==> src/rtl/shp_pkg.sv <==
// ----------------------------------------------------------------------------
// shp_pkg
// types and constants shared by the server hello parser modules
// ----------------------------------------------------------------------------
`default_nettype none

package shp_pkg;

    localparam int RANDOM_BYTES      = 32;
    localparam int PUBLIC_KEY_BYTES  = 64;
    localparam int QUEUE_DEPTH_DEF   = 4;

    localparam logic [7:0]  REC_TYPE_HS     = 8'd22;
    localparam logic [15:0] LEGACY_VER      = 16'h0303;
    localparam logic [7:0]  HS_SERVER_HELLO = 8'd2;
    localparam logic [15:0] TLS13_VER       = 16'h0304;
    localparam logic [15:0] CIPHER_AES128   = 16'h1301;
    localparam logic [15:0] EXT_SUPP_VER    = 16'h002b;
    localparam logic [15:0] EXT_KEY_SHARE   = 16'h0033;
    localparam logic [15:0] GROUP_P256      = 16'h0017;
    localparam logic [7:0]  SEC1_UNCOMP     = 8'h04;

    // byte positions inside the record
    localparam logic [15:0] POS_LEN_LO      = 16'd4;
    localparam logic [15:0] POS_HS_TYPE     = 16'd5;
    localparam logic [15:0] POS_BODY_LEN_LO = 16'd8;
    localparam logic [15:0] POS_LEGACY_LO   = 16'd10;
    localparam logic [15:0] POS_RANDOM      = 16'd11;
    localparam logic [15:0] POS_SESSION     = 16'd43;
    localparam logic [16:0] HS_BODY_POS     = 17'd9;
    localparam logic [23:0] MIN_BODY        = 24'd35;

    typedef enum logic [1:0] {
        KIND_RANDOM = 2'd0,
        KIND_KEY    = 2'd1,
        KIND_FINAL  = 2'd2
    } kind_t;

    typedef enum logic [1:0] {
        ST_OK          = 2'd0,
        ST_PARSE_FAIL  = 2'd1,
        ST_UNSUPPORTED = 2'd2
    } status_t;

    typedef enum logic [4:0] {
        PH_HDR, PH_SESS, PH_CIPH_HI, PH_CIPH_LO, PH_COMP, PH_XL_HI, PH_XL_LO,
        PH_XT_HI, PH_XT_LO, PH_XN_HI, PH_XN_LO, PH_XSKIP, PH_SV_HI, PH_SV_LO,
        PH_KG_HI, PH_KG_LO, PH_KL_HI, PH_KL_LO, PH_KFMT, PH_KEY, PH_TAIL,
        PH_DRAIN
    } phase_t;

    // up to two results caused by one input word
    typedef struct packed {
        logic        has_byte;
        logic        is_key;
        logic [5:0]  idx;
        logic [7:0]  val;
        logic        has_final;
        status_t     status;
        logic [15:0] cipher;
        logic [15:0] version;
    } pkt_t;

endpackage

`default_nettype wire

==> src/rtl/shp_front.sv <==
// ----------------------------------------------------------------------------
// shp_front
// byte parser: walks the record one word per cycle while words are accepted and builds result packets
// ----------------------------------------------------------------------------
`default_nettype none

module shp_front
    import shp_pkg::*;
(
    input  wire logic       clk,
    input  wire logic       rst_n,
    input  wire logic       acc,
    input  wire logic [7:0] data_byte,
    input  wire logic       last_byte,
    output pkt_t            pkt,
    output logic            pkt_valid
);

    logic [15:0] pos_reg, pos_next;
    phase_t      phase_reg, phase_next;
    logic [15:0] rec_len_reg, rec_len_next;
    logic [16:0] hs_end_reg, hs_end_next;
    logic [16:0] sess_end_reg, sess_end_next;
    logic [16:0] ext_end_reg, ext_end_next;
    logic [16:0] cur_end_reg, cur_end_next;
    logic [15:0] cur_type_reg, cur_type_next;
    logic [23:0] fs_reg, fs_next;
    logic [15:0] legacy_reg, legacy_next;
    logic [15:0] cipher_reg, cipher_next;
    logic [15:0] version_reg, version_next;
    logic        have_ver_reg, have_ver_next;
    logic        have_key_reg, have_key_next;
    status_t     err_reg, err_next;

    // parse step and end-of-message status
    always_comb
    begin
        logic [15:0] v16;
        logic [16:0] p17;
        logic [16:0] p1;
        logic [16:0] tmp_end;
        logic [16:0] diff;
        logic        overlong;
        logic        fail;
        status_t     fail_code;
        status_t     st;

        pos_next      = pos_reg;
        phase_next    = phase_reg;
        rec_len_next  = rec_len_reg;
        hs_end_next   = hs_end_reg;
        sess_end_next = sess_end_reg;
        ext_end_next  = ext_end_reg;
        cur_end_next  = cur_end_reg;
        cur_type_next = cur_type_reg;
        fs_next       = fs_reg;
        legacy_next   = legacy_reg;
        cipher_next   = cipher_reg;
        version_next  = version_reg;
        have_ver_next = have_ver_reg;
        have_key_next = have_key_reg;
        err_next      = err_reg;
        pkt           = '0;
        fail          = 1'b0;
        fail_code     = ST_PARSE_FAIL;
        st            = ST_OK;
        overlong      = (pos_reg == 16'hFFFF);
        p17           = {1'b0, pos_reg};
        p1            = p17 + 17'd1;
        tmp_end       = '0;
        diff          = cur_end_reg - p17;
        v16           = {fs_reg[7:0], data_byte};

        if (!overlong)
        begin
            fs_next  = {fs_reg[15:0], data_byte};
            pos_next = pos_reg + 16'd1;
            unique case (phase_reg)
                PH_HDR:
                begin
                    if (pos_reg == 16'd0)
                    begin
                        if (data_byte != REC_TYPE_HS) fail = 1'b1;
                    end
                    else if (pos_reg == 16'd2)
                    begin
                        if (v16 != LEGACY_VER) fail = 1'b1;
                    end
                    else if (pos_reg == POS_LEN_LO)
                    begin
                        rec_len_next = v16;
                    end
                    else if (pos_reg == POS_HS_TYPE)
                    begin
                        if (data_byte != HS_SERVER_HELLO) fail = 1'b1;
                    end
                    else if (pos_reg == POS_BODY_LEN_LO)
                    begin
                        if (rec_len_reg < 16'd4 ||
                            fs_next > {8'd0, rec_len_reg - 16'd4})
                            fail = 1'b1;
                        else if (fs_next < MIN_BODY)
                            fail = 1'b1;
                        else
                            hs_end_next = HS_BODY_POS + fs_next[16:0];
                    end
                    else if (pos_reg == POS_LEGACY_LO)
                    begin
                        legacy_next = v16;
                    end
                    else if (pos_reg >= POS_RANDOM && pos_reg < POS_SESSION)
                    begin
                        pkt.has_byte = 1'b1;
                        pkt.is_key   = 1'b0;
                        pkt.idx      = 6'(pos_reg - POS_RANDOM);
                        pkt.val      = data_byte;
                    end
                    else if (pos_reg == POS_SESSION)
                    begin
                        if ({9'd0, data_byte} > hs_end_reg - 17'(POS_SESSION + 16'd1))
                            fail = 1'b1;
                        else
                        begin
                            sess_end_next = 17'(POS_SESSION + 16'd1) + {9'd0, data_byte};
                            if (hs_end_reg - sess_end_next < 17'd5)
                                fail = 1'b1;
                            else
                                phase_next = (data_byte != 8'd0) ? PH_SESS : PH_CIPH_HI;
                        end
                    end
                end
                PH_SESS:
                    if (p1 >= sess_end_reg) phase_next = PH_CIPH_HI;
                PH_CIPH_HI: phase_next = PH_CIPH_LO;
                PH_CIPH_LO:
                begin
                    cipher_next = v16;
                    phase_next  = PH_COMP;
                end
                PH_COMP:
                    if (data_byte != 8'd0)
                    begin
                        fail      = 1'b1;
                        fail_code = ST_UNSUPPORTED;
                    end
                    else
                        phase_next = PH_XL_HI;
                PH_XL_HI: phase_next = PH_XL_LO;
                PH_XL_LO:
                    if ({1'b0, v16} > hs_end_reg - p1)
                        fail = 1'b1;
                    else
                    begin
                        ext_end_next = p1 + {1'b0, v16};
                        phase_next   = (v16 == 16'd0) ? PH_TAIL : PH_XT_HI;
                    end
                PH_XT_HI:
                    if (p17 + 17'd4 > ext_end_reg) fail = 1'b1;
                    else phase_next = PH_XT_LO;
                PH_XT_LO:
                begin
                    cur_type_next = v16;
                    phase_next    = PH_XN_HI;
                end
                PH_XN_HI: phase_next = PH_XN_LO;
                PH_XN_LO:
                    if ({1'b0, v16} > ext_end_reg - p1)
                        fail = 1'b1;
                    else
                    begin
                        tmp_end      = p1 + {1'b0, v16};
                        cur_end_next = tmp_end;
                        if (cur_type_reg == EXT_SUPP_VER)
                        begin
                            if (v16 != 16'd2) fail = 1'b1;
                            else phase_next = PH_SV_HI;
                        end
                        else if (cur_type_reg == EXT_KEY_SHARE)
                        begin
                            if (v16 != 16'(PUBLIC_KEY_BYTES + 5)) fail = 1'b1;
                            else phase_next = PH_KG_HI;
                        end
                        else if (v16 == 16'd0)
                            phase_next = (tmp_end >= ext_end_reg) ? PH_TAIL : PH_XT_HI;
                        else
                            phase_next = PH_XSKIP;
                    end
                PH_XSKIP:
                    if (p1 >= cur_end_reg)
                        phase_next = (cur_end_reg >= ext_end_reg) ? PH_TAIL : PH_XT_HI;
                PH_SV_HI: phase_next = PH_SV_LO;
                PH_SV_LO:
                begin
                    version_next  = v16;
                    have_ver_next = 1'b1;
                    phase_next    = (cur_end_reg >= ext_end_reg) ? PH_TAIL : PH_XT_HI;
                end
                PH_KG_HI: phase_next = PH_KG_LO;
                PH_KG_LO:
                    if (v16 != GROUP_P256) fail = 1'b1;
                    else phase_next = PH_KL_HI;
                PH_KL_HI: phase_next = PH_KL_LO;
                PH_KL_LO:
                    if (v16 != 16'(PUBLIC_KEY_BYTES + 1)) fail = 1'b1;
                    else phase_next = PH_KFMT;
                PH_KFMT:
                    if (data_byte != SEC1_UNCOMP) fail = 1'b1;
                    else phase_next = PH_KEY;
                PH_KEY:
                begin
                    pkt.has_byte = 1'b1;
                    pkt.is_key   = 1'b1;
                    pkt.idx      = 6'(17'(PUBLIC_KEY_BYTES) - diff);
                    pkt.val      = data_byte;
                    if (diff <= 17'd1)
                    begin
                        have_key_next = 1'b1;
                        phase_next    = (cur_end_reg >= ext_end_reg) ? PH_TAIL : PH_XT_HI;
                    end
                end
                default: ;
            endcase
        end

        // first failure wins, parsing stops
        if (fail)
        begin
            if (err_reg == ST_OK) err_next = fail_code;
            phase_next = PH_DRAIN;
        end

        // final status on the marked word, then clear for the next message
        if (last_byte)
        begin
            if (overlong || p1 < HS_BODY_POS)
                st = ST_PARSE_FAIL;
            else if ({1'b0, rec_len_next} > p1 - 17'd5)
                st = ST_PARSE_FAIL;
            else if (hs_end_next > p1)
                st = ST_PARSE_FAIL;
            else if (err_next != ST_OK)
                st = err_next;
            else if (phase_next != PH_TAIL)
                st = ST_PARSE_FAIL;
            else if (legacy_next != LEGACY_VER || cipher_next != CIPHER_AES128 ||
                     !have_ver_next || version_next != TLS13_VER || !have_key_next)
                st = ST_UNSUPPORTED;
            else
                st = ST_OK;
            pkt.has_final = 1'b1;
            pkt.status    = st;
            pkt.cipher    = cipher_next;
            pkt.version   = version_next;

            pos_next      = '0;
            phase_next    = PH_HDR;
            rec_len_next  = '0;
            hs_end_next   = '0;
            sess_end_next = '0;
            ext_end_next  = '0;
            cur_end_next  = '0;
            cur_type_next = '0;
            fs_next       = '0;
            legacy_next   = '0;
            cipher_next   = '0;
            version_next  = '0;
            have_ver_next = 1'b0;
            have_key_next = 1'b0;
            err_next      = ST_OK;
        end

        pkt_valid = acc && (pkt.has_byte || pkt.has_final);
    end

    // parser state
    always_ff @(posedge clk or negedge rst_n)
    begin
        if (!rst_n)
        begin
            pos_reg      <= '0;
            phase_reg    <= PH_HDR;
            rec_len_reg  <= '0;
            hs_end_reg   <= '0;
            sess_end_reg <= '0;
            ext_end_reg  <= '0;
            cur_end_reg  <= '0;
            cur_type_reg <= '0;
            fs_reg       <= '0;
            legacy_reg   <= '0;
            cipher_reg   <= '0;
            version_reg  <= '0;
            have_ver_reg <= 1'b0;
            have_key_reg <= 1'b0;
            err_reg      <= ST_OK;
        end
        else if (acc)
        begin
            pos_reg      <= pos_next;
            phase_reg    <= phase_next;
            rec_len_reg  <= rec_len_next;
            hs_end_reg   <= hs_end_next;
            sess_end_reg <= sess_end_next;
            ext_end_reg  <= ext_end_next;
            cur_end_reg  <= cur_end_next;
            cur_type_reg <= cur_type_next;
            fs_reg       <= fs_next;
            legacy_reg   <= legacy_next;
            cipher_reg   <= cipher_next;
            version_reg  <= version_next;
            have_ver_reg <= have_ver_next;
            have_key_reg <= have_key_next;
            err_reg      <= err_next;
        end
    end

endmodule

`default_nettype wire

==> src/rtl/shp_queue.sv <==
// ----------------------------------------------------------------------------
// shp_queue
// short packet queue between the parser and the result side
// ----------------------------------------------------------------------------
`default_nettype none

module shp_queue
    import shp_pkg::*;
#(
    parameter int DEPTH = QUEUE_DEPTH_DEF
)
(
    input  wire logic clk,
    input  wire logic rst_n,
    input  wire logic wr_en,
    input  pkt_t      wr_pkt,
    input  wire logic rd_en,
    output pkt_t      rd_pkt,
    output logic      full,
    output logic      not_empty
);

    localparam int PW = (DEPTH > 1) ? $clog2(DEPTH) : 1;
    localparam int CW = $clog2(DEPTH + 1);

    pkt_t          mem [DEPTH];
    logic [PW-1:0] wr_ptr_reg, wr_ptr_next;
    logic [PW-1:0] rd_ptr_reg, rd_ptr_next;
    logic [CW-1:0] count_reg, count_next;

    assign full      = (count_reg == CW'(DEPTH));
    assign not_empty = (count_reg != '0);
    assign rd_pkt    = mem[rd_ptr_reg];

    // pointer and fill count
    always_comb
    begin
        wr_ptr_next = wr_ptr_reg;
        rd_ptr_next = rd_ptr_reg;
        count_next  = count_reg;
        if (wr_en)
            wr_ptr_next = (wr_ptr_reg == PW'(DEPTH - 1)) ? '0 : wr_ptr_reg + PW'(1);
        if (rd_en)
            rd_ptr_next = (rd_ptr_reg == PW'(DEPTH - 1)) ? '0 : rd_ptr_reg + PW'(1);
        if (wr_en && !rd_en)
            count_next = count_reg + CW'(1);
        else if (rd_en && !wr_en)
            count_next = count_reg - CW'(1);
    end

    always_ff @(posedge clk or negedge rst_n)
    begin
        if (!rst_n)
        begin
            wr_ptr_reg <= '0;
            rd_ptr_reg <= '0;
            count_reg  <= '0;
        end
        else
        begin
            wr_ptr_reg <= wr_ptr_next;
            rd_ptr_reg <= rd_ptr_next;
            count_reg  <= count_next;
        end
    end

    // packet storage
    always_ff @(posedge clk)
    begin
        if (wr_en)
            mem[wr_ptr_reg] <= wr_pkt;
    end

endmodule

`default_nettype wire

==> src/rtl/shp_back.sv <==
// ----------------------------------------------------------------------------
// shp_back
// result side: splits each queued packet into its byte word, its status word, or byte word then status word
// ----------------------------------------------------------------------------
`default_nettype none

module shp_back
    import shp_pkg::*;
(
    input  wire logic        clk,
    input  wire logic        rst_n,
    input  pkt_t             head,
    input  wire logic        head_valid,
    input  wire logic        pop,
    output logic             deq,
    output logic             empty,
    output logic [1:0]       result_kind,
    output logic [5:0]       byte_index,
    output logic [7:0]       byte_value,
    output logic [1:0]       status,
    output logic [15:0]      chosen_suite,
    output logic [15:0]      negotiated_version,
    output logic             last_result
);

    logic sub_reg, sub_next;
    logic show_byte;
    logic fire;

    assign empty     = !head_valid;
    assign show_byte = head.has_byte && !sub_reg;
    assign fire      = pop && head_valid;
    assign deq       = fire && !(show_byte && head.has_final);

    // result word selection
    always_comb
    begin
        if (show_byte)
        begin
            result_kind        = head.is_key ? KIND_KEY : KIND_RANDOM;
            byte_index         = head.idx;
            byte_value         = head.val;
            status             = ST_OK;
            chosen_suite       = '0;
            negotiated_version = '0;
            last_result        = 1'b0;
        end
        else
        begin
            result_kind        = KIND_FINAL;
            byte_index         = '0;
            byte_value         = '0;
            status             = head.status;
            chosen_suite       = head.cipher;
            negotiated_version = head.version;
            last_result        = 1'b1;
        end
    end

    // byte half already delivered
    always_comb
    begin
        sub_next = sub_reg;
        if (fire)
            sub_next = !deq;
    end

    always_ff @(posedge clk or negedge rst_n)
    begin
        if (!rst_n)
            sub_reg <= 1'b0;
        else
            sub_reg <= sub_next;
    end

endmodule

`default_nettype wire

==> src/rtl/server_hello_parser_top.sv <==
// a word's results are written into the packet queue and wait there behind earlier results until popped
// throughput: one byte word per cycle while full is low; a word with a byte and a status takes two pops
// full rises only when the packet queue between parser and result side fills up
// reset: rst_n clears parser state, queue pointers and the split flag at once
// ----------------------------------------------------------------------------
// server_hello_parser_top
// server hello record parser with a decoupled result queue
// ----------------------------------------------------------------------------
`default_nettype none

module server_hello_parser_top
    import shp_pkg::*;
#(
    parameter int QUEUE_DEPTH = QUEUE_DEPTH_DEF
)
(
    input  wire logic        clk,
    input  wire logic        rst_n,
    input  wire logic        push,
    output logic             full,
    input  wire logic [7:0]  data_byte,
    input  wire logic        last_byte,
    output logic             empty,
    input  wire logic        pop,
    output logic [1:0]       result_kind,
    output logic [5:0]       byte_index,
    output logic [7:0]       byte_value,
    output logic [1:0]       status,
    output logic [15:0]      chosen_suite,
    output logic [15:0]      negotiated_version,
    output logic             last_result
);

    pkt_t pkt;
    pkt_t head;
    logic pkt_valid;
    logic head_valid;
    logic deq;
    logic acc;

    assign acc = push && !full;

    shp_front u_front
    (
        .clk       (clk),
        .rst_n     (rst_n),
        .acc       (acc),
        .data_byte (data_byte),
        .last_byte (last_byte),
        .pkt       (pkt),
        .pkt_valid (pkt_valid)
    );

    shp_queue #(.DEPTH(QUEUE_DEPTH)) u_queue
    (
        .clk       (clk),
        .rst_n     (rst_n),
        .wr_en     (pkt_valid),
        .wr_pkt    (pkt),
        .rd_en     (deq),
        .rd_pkt    (head),
        .full      (full),
        .not_empty (head_valid)
    );

    shp_back u_back
    (
        .clk                (clk),
        .rst_n              (rst_n),
        .head               (head),
        .head_valid         (head_valid),
        .pop                (pop),
        .deq                (deq),
        .empty              (empty),
        .result_kind        (result_kind),
        .byte_index         (byte_index),
        .byte_value         (byte_value),
        .status             (status),
        .chosen_suite       (chosen_suite),
        .negotiated_version (negotiated_version),
        .last_result        (last_result)
    );

endmodule

`default_nettype wire

==> config.mk <==
export PLATFORM = sky130hd
export DESIGN_NAME = server_hello_parser_top
export DESIGN_NICKNAME = d
export VERILOG_FILES = /design/src/rtl/shp_pkg.sv /design/src/rtl/shp_front.sv /design/src/rtl/shp_queue.sv /design/src/rtl/shp_back.sv /design/src/rtl/server_hello_parser_top.sv
export SDC_FILE = /design/constraint.sdc
export NUM_CORES = 1
export LEC_CHECK = 0
export ABC_AREA = 1
export BUFFER_PORTS_ARGS = -buffer_cell sky130_fd_sc_hd__buf_2
export CAP_MARGIN = 20
export CORE_UTILIZATION = 64
export DETAILED_ROUTE_END_ITERATION = 10
export PLACE_DENSITY = 0.81
export SYNTH_ARGS = -nofsm -noshare
export SYNTH_HDL_FRONTEND = slang
export SYNTH_HIERARCHICAL = 1
export SYNTH_SLANG_ARGS = --single-unit
==> constraint.sdc <==
create_clock -name clk -period 9.42 [get_ports clk]
set_input_delay 2.355 -clock clk [delete_from_list [all_inputs] [get_ports clk]]
set_output_delay 2.355 -clock clk [all_outputs]
set_load 0.01 [all_outputs]
**Word level (Yosys, flattened, before mapping)**

Memory sizes are Yosys's and may differ from the RTL's.
Cells that the tools add are included.

- $add $sub $neg: 19
- $lt $le $gt $ge: 18
- Equality and inequality tests: 54
- Mux-type cells: 162
- Reductions and logical operators: 42

Operators by type and width:

| cell | number |
|---|---|
| 16-bit two-way mux | 38 |
| 17-bit two-way mux | 30 |
| 5-bit two-way mux | 31 |
| 5-bit case mux with 20 select lines | 1 |
| 17-bit greater-or-equal comparator | 4 |
| 16-bit by 17-bit > comparator with 1-bit output | 3 |
| 17-bit subtractor | 3 |
| 16-bit by 6-bit equality test with 1-bit output (second input constant) | 3 |
| 16-bit by 10-bit inequality test with 1-bit output (second input constant) | 3 |
| 5-bit by 4-bit equality test with 1-bit output (second input constant) | 8 |
| 1-bit two-way mux | 38 |
| 35-bit two-way mux | 1 |
| 17-bit > comparator | 2 |
| 2-bit two-way mux | 17 |
| 16-bit by 3-bit equality test with 1-bit output (second input constant) | 2 |
| 16-bit by 4-bit equality test with 1-bit output (second input constant) | 2 |
| 16-bit logical NOT | 2 |
| 16-bit by 7-bit inequality test with 1-bit output (second input constant) | 2 |
| 16-bit case mux with 2 select lines | 1 |
| 24-bit by 16-bit > comparator with 1-bit output | 1 |
| 24-bit by 6-bit less-than comparator with 1-bit output (second input constant) | 1 |
| 2-bit inequality test (second input constant) | 11 |
| 5-bit by 3-bit equality test with 1-bit output (second input constant) | 4 |
| 5-bit equality test (second input constant) | 4 |
| 51 further kinds | 83 |

- Register bits after elaboration: 197
- RAM bits: 204
- Bits of input ports: 13
- Output and inout bits: 53
- Logic and storage cells: 315
- Memories: 1

Memories:

| memory | words | width | rd ports | clocked after memory_dff | write ports | line | source |
|---|---|---|---|---|---|---|---|
| u_queue.mem | 4 | 51 | 1 | 0 | 1 | shp_queue.sv:26 | `pkt_t mem [DEPTH];` |

**Depth between registers and ports, before layout**

Gate-level depths: netlist (run 1).

- Word-level depth: 29
- Mapped depth: 39

**Hierarchy**

Netlist (run 1), hierarchy kept.

By module, submodules not included:

| module | times used | cells each | area an instance (µm²) | sequential area each (µm²) |
|---|---|---|---|---|
| shp_front | 1 | 2910 | 19572.5 | 4529.3 |
| shp_queue | 1 | 648 | 8765.9 | 6301.0 |
| shp_back | 1 | 116 | 503.0 | 25.0 |
| server_hello_parser_top | 1 | 2 | 10.0 | 0.0 |

**Worst setup path after synthesis (run 1)**

No wires, ideal clock.

- Path type: input to register
- From: input port data_byte[0]
- To: memory u_queue/mem[0][32] (netlist name) (data pin)
- Data arrival time: 5983 ps
- Data required time: 9137 ps
- Slack: 3154 ps
- Stages on the path: 36
- Buffers on the path: 0
- Cells stage by stage: ha_1 > fa_1 > nand2_1 > inv_1 > nor2_1 > o21bai_1 > nand2_1 > nand2_1 > a21oi_1 > o21bai_1 > nand2_1 > nand2_1 > a21oi_1 > o21ai_1 > nand2_1 > nand2_1 > a21oi_1 > or2_1 > nand2_1 > ha_1 > nand2_1 > nor2_1 > and2_1 > nand4_1 > nand4_1 > nand2_1 > a21oi_1 > nand3_1 > nand2_1 > nor2_1 > nor2_1 > nor2_1 > o21ai_1 > nand4_1 > nand2_1 > a21oi_1

RTL lines:

| what | line | source |
|---|---|---|
| from (decl) | server_hello_parser_top.sv:21 | `input wire logic [7:0] data_byte,` |
| to (decl) | shp_queue.sv:26 |  |

==> flow_metrics.tcl, run 1 <==
set metrics [dict create \
    worstSetupPathType "reg -> reg" \
    cp_max_fo 13 \
    synth_top_area_share_pct 21.2 \
    wl_per_cell_microns 19.4 \
    overflow 0 \
    power.leakage_nw 15.8 \
    core.rowCount 77 \
    layout.cells.non_filler 4340 \
    initial_core_util_pct 65.1 \
    synth-main-ff-cell "edfxtp_1" \
    largest_register_ff_count 204 \
    slowest_stage "dfrtp_1" \
    ys_ff_latch 393 \
    clock_sinks 393 \
    grt_pass1_vias 24200 \
    cts_max_path_buffers 3 \
    synthCells 3676 \
    htreeDepth 2 \
    fin_crit_ns 7.09 \
    powerDensity_mw_per_mm2 265 \
    reg2reg_depth 35 \
    gp_congestion 1.01 \
    clock_latency_ns 0.57 \
    io_pins 66 \
    cts_tree "yes" \
    final_common_cell "nand2_1" \
    fin_crit_sh_pct 75.3 \
    top_register "u_queue/mem" \
    io_buffer_count 65 \
    synth.avg_cell_area_sq_um 7.85 \
    clk_pin_slew_ns 0.06 \
    tns_ns 0 \
    grt_usage_pct 36.6 \
    finalMaxSlewViolations 0 \
    yosysWarningCount 6 \
    synth_edf_count 204 \
    drive_gt1_share_pct 8.73 \
    synth_area_sq_mm 0.0289 \
    cp-startpoint "u_front/pos_reg[0]" \
    drt_iter0_drc 2491 \
    final_hold_viol_count 0 \
    grt_pass1_wl_microns 132000 \
    ir_worst_vdd_mv 0.213 \
    synthTopCellsByArea "edfxtp_1 (21%), dfrtp_1 (16%), ha_1 (11%), nand2_1 (11%), inv_1 (7.4%)" \
    root_buffer "clkbuf_16" \
    holdPathStages 2 \
    final_nets 3994 \
    critPathLaunchType "flip-flop" \
    die_y_microns 214 \
    post-dp-hpwl_microns 60700 \
    ys_types 62 \
    hold_class "reg -> reg" \
    slew_headroom_pct 29.2 \
    core_sq_mm 0.0443 \
    postCtsSetupBuffers 0 \
    drc_errors 0 \
    rsz0062_at_grt "false" \
    worst_pin_slew_ns 1.06 \
    seq_area_frac_synth_pct 37.6 \
    worst_setup_path_end_kind "flip-flop" \
    placed_cells 4261 \
    required_ns 9.69 \
    area_growth_pct 7.33 \
    yosys.area.top_type "edfxtp_1" \
    postRouteAntennaNets 0 \
    setup_viol 0 \
    grt_max_degree 111 \
    first_pass_iters 6 \
    hold_buffers 0 \
    skew_ns 0.0198 \
    cts.repair.resized 0 \
    fp.dieArea_sq_mm 0.0459 \
    cpPeakStageDelay_ns 0.78 \
    drt_wl_total_microns 84000 \
    fmax_mhz 141 \
    cts_made_buffers 42 \
    synth_nets 3957 \
    routed_via_density 5.85 \
    num_vias 25400 \
    drv_cap 0 \
    outcome "complete, no violations" \
    crit_top_cell "nand2_1" \
    cp.arrival_ns 7.37 \
    antenna_found_initial 0 \
    timing.rr.start "u_front/pos_reg[0]" \
    async_flop_share_pct 48.1 \
    layout_common_cells "nand2_1 (832), inv_1 (564), nor2_1 (361), ha_1 (262), edfxtp_1 (204)" \
    die_width_microns 214 \
    hp-start "u_front/legacy_reg[1]" \
]
[synthesized netlist by cell type, drive strengths merged, types with 10 or more instances]
| cell type | count |
|---|---|
| nand2 | 847 |
| edfxtp | 204 |
| o21ai | 194 |
| a21oi | 180 |
| nand3b | 12 |
| o31ai | 13 |
| nor2 | 390 |
| o21a | 21 |
| xnor2 | 12 |
| nor4 | 16 |
| dfrtp | 189 |
| a31oi | 10 |
| nand4 | 73 |
| nor3 | 42 |
| o211ai | 107 |
| o22ai | 75 |
| inv | 603 |
| nand3 | 152 |
| xor2 | 95 |
| buf | 64 |
| o32ai | 11 |
| clkbuf | 43 |
| ha | 262 |
[cell families after synthesis]
logic type | Yosys count | synth area share (%)
buf+inv | 719 | 10.1
fa+ha+maj | 268 | 11.8
xor+xnor | 107 | 3.42
flops | 393 | 37.6
simple gates | 1544 | 22.9
compound gates | 645 | 14.2
[per-stage QoR]
step / instance area [sq um] / util [%] / power (mW) / setup slack, ns / hold WS [ns]
6_report: 31000 / 69.9 / 8.20 / 2.33 / 0.487
5_1_grt: 31000 / 69.9 / 8.82 / 1.77 / 0.505
4_1_cts: 31000 / 69.9 / 8.15 / 2.54 / 0.487
3_3_place_gp: 29600 / 66.8 / 6.40 / 2.39 / 0.461
3_5_place_dp: 29600 / 66.8 / 6.49 / 2.25 / 0.467
2_1_floorplan: 28900 / - / 5.38 / 3.15 / 0.442
[power by group]
part	switching, mW	leakage [nW]	internal (mW)	total (mW)
logic	2.89	10.6	1.46	4.35
clock network	0.707	0.665	0.943	1.65
registers	0.166	4.48	2.04	2.21
total	3.77	15.8	4.44	8.20
[metal layers]
metal  GRT usage [%]  wire length, microns  vias to the layer above
met5               0                     0                        -
met4            20.6                  5130                        0
met3            6.77                  7670                      287
met2            58.7                 38200                     1207
met1            46.7                 33000                    11600
li1                -                     -                    12300
[area by class of cell]
| class | count | area (sq um) |
|---|---|---|
| tap | 592 | 741 |
| clock buffer | 57 | 1180 |
| inverter | 612 | 2300 |
| clock inverter | 21 | 204 |
| timing repair buffer | 100 | 597 |
| multi-input combinational | 2564 | 15100 |
| antenna | 1 | 2.50 |
| sequential | 393 | 10900 |
| fill | 3638 | 13400 |
[worst paths after layout]
check	endpoint	slack (ns)
worst min register to register	u_front/legacy_reg[1]	0.49
worst min-delay path	u_front/legacy_reg[1]	0.49
worst max register to register	u_queue/mem[0][32]	2.33
min in group asynchronous	u_front/cur_end_reg[16]	1.76
worst max-delay path	u_queue/mem[0][32]	2.33
max in group asynchronous	u_queue/rd_ptr_reg[1]	6.33
[worst max-delay path: cells and delay by family, from the launching register on]
kind,cells,cell delay [ns]
compound gates,10,1.53
simple gates,18,2.10
buf+inv,2,0.31
flops,1,0.78
fa+ha+maj,3,1.15
xor+xnor,2,0.94
Power figures use the tool's default switching activity.
==> run 2, diff against run 1 <==
- CORE_UTILIZATION: 64 -> 58
- PLACE_DENSITY: 0.81 -> 0.78
- clock period: 9.42 -> 5.8 ns (I/O delays scaled with it)
==> flow_metrics.tcl, run 2 (same netlist as run 1, synthesis figures left out) <==
set metrics [dict create \
    core.rowCount 81 \
    fin_crit_sh_pct 99.7 \
    cp.arrival_ns 6.08 \
    top_layer "met5" \
    ir_worst_vdd_mv 0.341 \
    drc_errors 0 \
    cts_made_buffers 42 \
    drt_iter0_drc 2170 \
    clockPowerShare_pct 20.4 \
    area_growth_pct 11.4 \
    top_register "u_queue/mem" \
    io_buffer_count 65 \
    fin_crit_ns 5.78 \
    hold_class "reg -> reg" \
    initial_core_util_pct 58.8 \
    slew_headroom_pct 27.3 \
    clk_pin_slew_ns 0.06 \
    worst_setup_path_end_kind "flip-flop" \
    powerDensity_mw_per_mm2 423 \
    wl_met1_microns 34000 \
    grt_usage_pct 33.3 \
    core_sq_mm 0.0491 \
    antenna_found_initial 1 \
    place_area_sq_mm 0.0304 \
    power_frac_seq_pct 26.2 \
    p_switching_mw 6.16 \
    cts_tree "yes" \
    critPathLaunchType "flip-flop" \
    fp.dieArea_sq_mm 0.0506 \
    io_pins 66 \
    worstSetupPathType "reg -> reg" \
    grt_max_degree 146 \
    finalMaxSlewViolations 0 \
    overflow 0 \
    hold_buffers 0 \
    p_int_mw 7.42 \
    cpPeakStageDelay_ns 0.38 \
    final_nets 4098 \
    grt_pass1_vias 23900 \
    cp_max_fo 5 \
    post-dp-hpwl_microns 62400 \
    power.total_mw 13.6 \
    clock_latency_ns 0.58 \
    design_area_sq_mm 0.0321 \
    crit_top_cell "nand2_1" \
    fmax_mhz 173 \
    antenna_cells 0 \
    die_width_microns 225 \
    placed_cells 4431 \
    largest_register_ff_count 204 \
    final_common_cell "nand2_1" \
    power.leakage_nw 16.3 \
    setup_viol 0 \
    final_hold_viol_count 0 \
    wl_met2_microns 38500 \
    tns_ns 0 \
    layout.cells.non_filler 4515 \
    num_vias 25700 \
    root_buffer "clkbuf_16" \
    skew_ns 0.0223 \
    drv_cap 0 \
    outcome "complete, no violations" \
    slowest_stage "dfrtp_1" \
    wl_per_cell_microns 18.8 \
    clock_sinks 393 \
    swShare_pct 45.4 \
    drive_gt1_share_pct 12.5 \
    layout_common_cells "nand2_1 (827), inv_1 (558), nor2_1 (354), ha_1 (260), edfxtp_1 (204)" \
    die_y_microns 225 \
    postRouteAntennaNets 0 \
    wl_met3_microns 6700 \
    required_ns 6.10 \
    power_frac_comb_pct 53.4 \
    first_pass_iters 6 \
    grt_pass1_wl_microns 130000 \
    gp_congestion 1.02 \
    cts_max_path_buffers 3 \
    htreeDepth 2 \
    rsz0062_at_grt "true" \
    worst_pin_slew_ns 1.09 \
    drt_wl_total_microns 84700 \
    routed_via_density 5.69 \
    filler_cell_count 4154 \
]
-- run 2: area by class of cell --
type	count	area, sq um	area share [%]
well taps	664	831	2.58
flip-flops and latches	393	10900	33.8
inverters	612	2300	7.17
repair buffers	204	1410	4.39
clock buffers	56	1160	3.62
multi-input cells	2564	15300	47.7
clock inverters	22	248	0.771
-- run 2: path summary, 6_finish.rpt --
path | end | start | cells after the start | slack [ns]
min | u_front/legacy_reg[13] | u_front/legacy_reg[13] | 2 | 0.49
min in group asynchronous | u_front/pos_reg[13] | rst_n | 1 | 0.95
max in group asynchronous | u_front/cipher_reg[8] | rst_n | 2 | 3.76
min reg2reg | u_front/legacy_reg[13] | u_front/legacy_reg[13] | 2 | 0.49
max | u_queue/mem[3][32] | u_front/rec_len_reg[2] | 34 | 0.02
max reg2reg | u_queue/mem[3][32] | u_front/rec_len_reg[2] | 34 | 0.02
-- run 2: worst max-delay path: cells and delay by family, from the launching register on --
family	cells	cell delay, ns
simple gates	21	2.95
compound gates	7	1.05
fa+ha+maj	2	0.56
buf+inv	3	0.40
flops	1	0.38
xor+xnor	1	0.15
-- run 2: what timing repair did --
action / CTS / global route
endpoints found under the hold margin: 0 / 0
buffers inserted: 0 / 6
setup endpoints to repair: 8 / 40
cloned: 0 / 1
resized for setup: 1 / 69
pin swaps: 0 / 41
-- run 2: stage by stage --
stage | util, % | setup slack (ns) | hold WS, ns
after global routing | 65.5 | -0.359 | 0.515
after floorplan | - | 0.439 | 0.442
after global placement | 62.0 | -0.261 | 0.454
after CTS | 64.9 | 0.0403 | 0.489
after detailed placement | 62.0 | -0.278 | 0.470
final | 65.5 | 0.0187 | 0.489
-- run 2: power groups by stage --
stage	combinational (mW)	clock [mW]	sequential [mW]
floorplan	5.21	0	3.53
global placement	6.89	0	3.60
detailed placement	7.03	0	3.61
CTS	7.07	2.80	3.56
global route	8.14	2.91	3.59
finish	7.25	2.77	3.56
-- run 2: per-layer routing --
metal / vias to the layer above / track usage, %
met5: - / 0
met4: 2 / 19.4
met3: 295 / 5.28
met2: 1091 / 54.2
met1: 11800 / 42.1
li1: 12500 / -
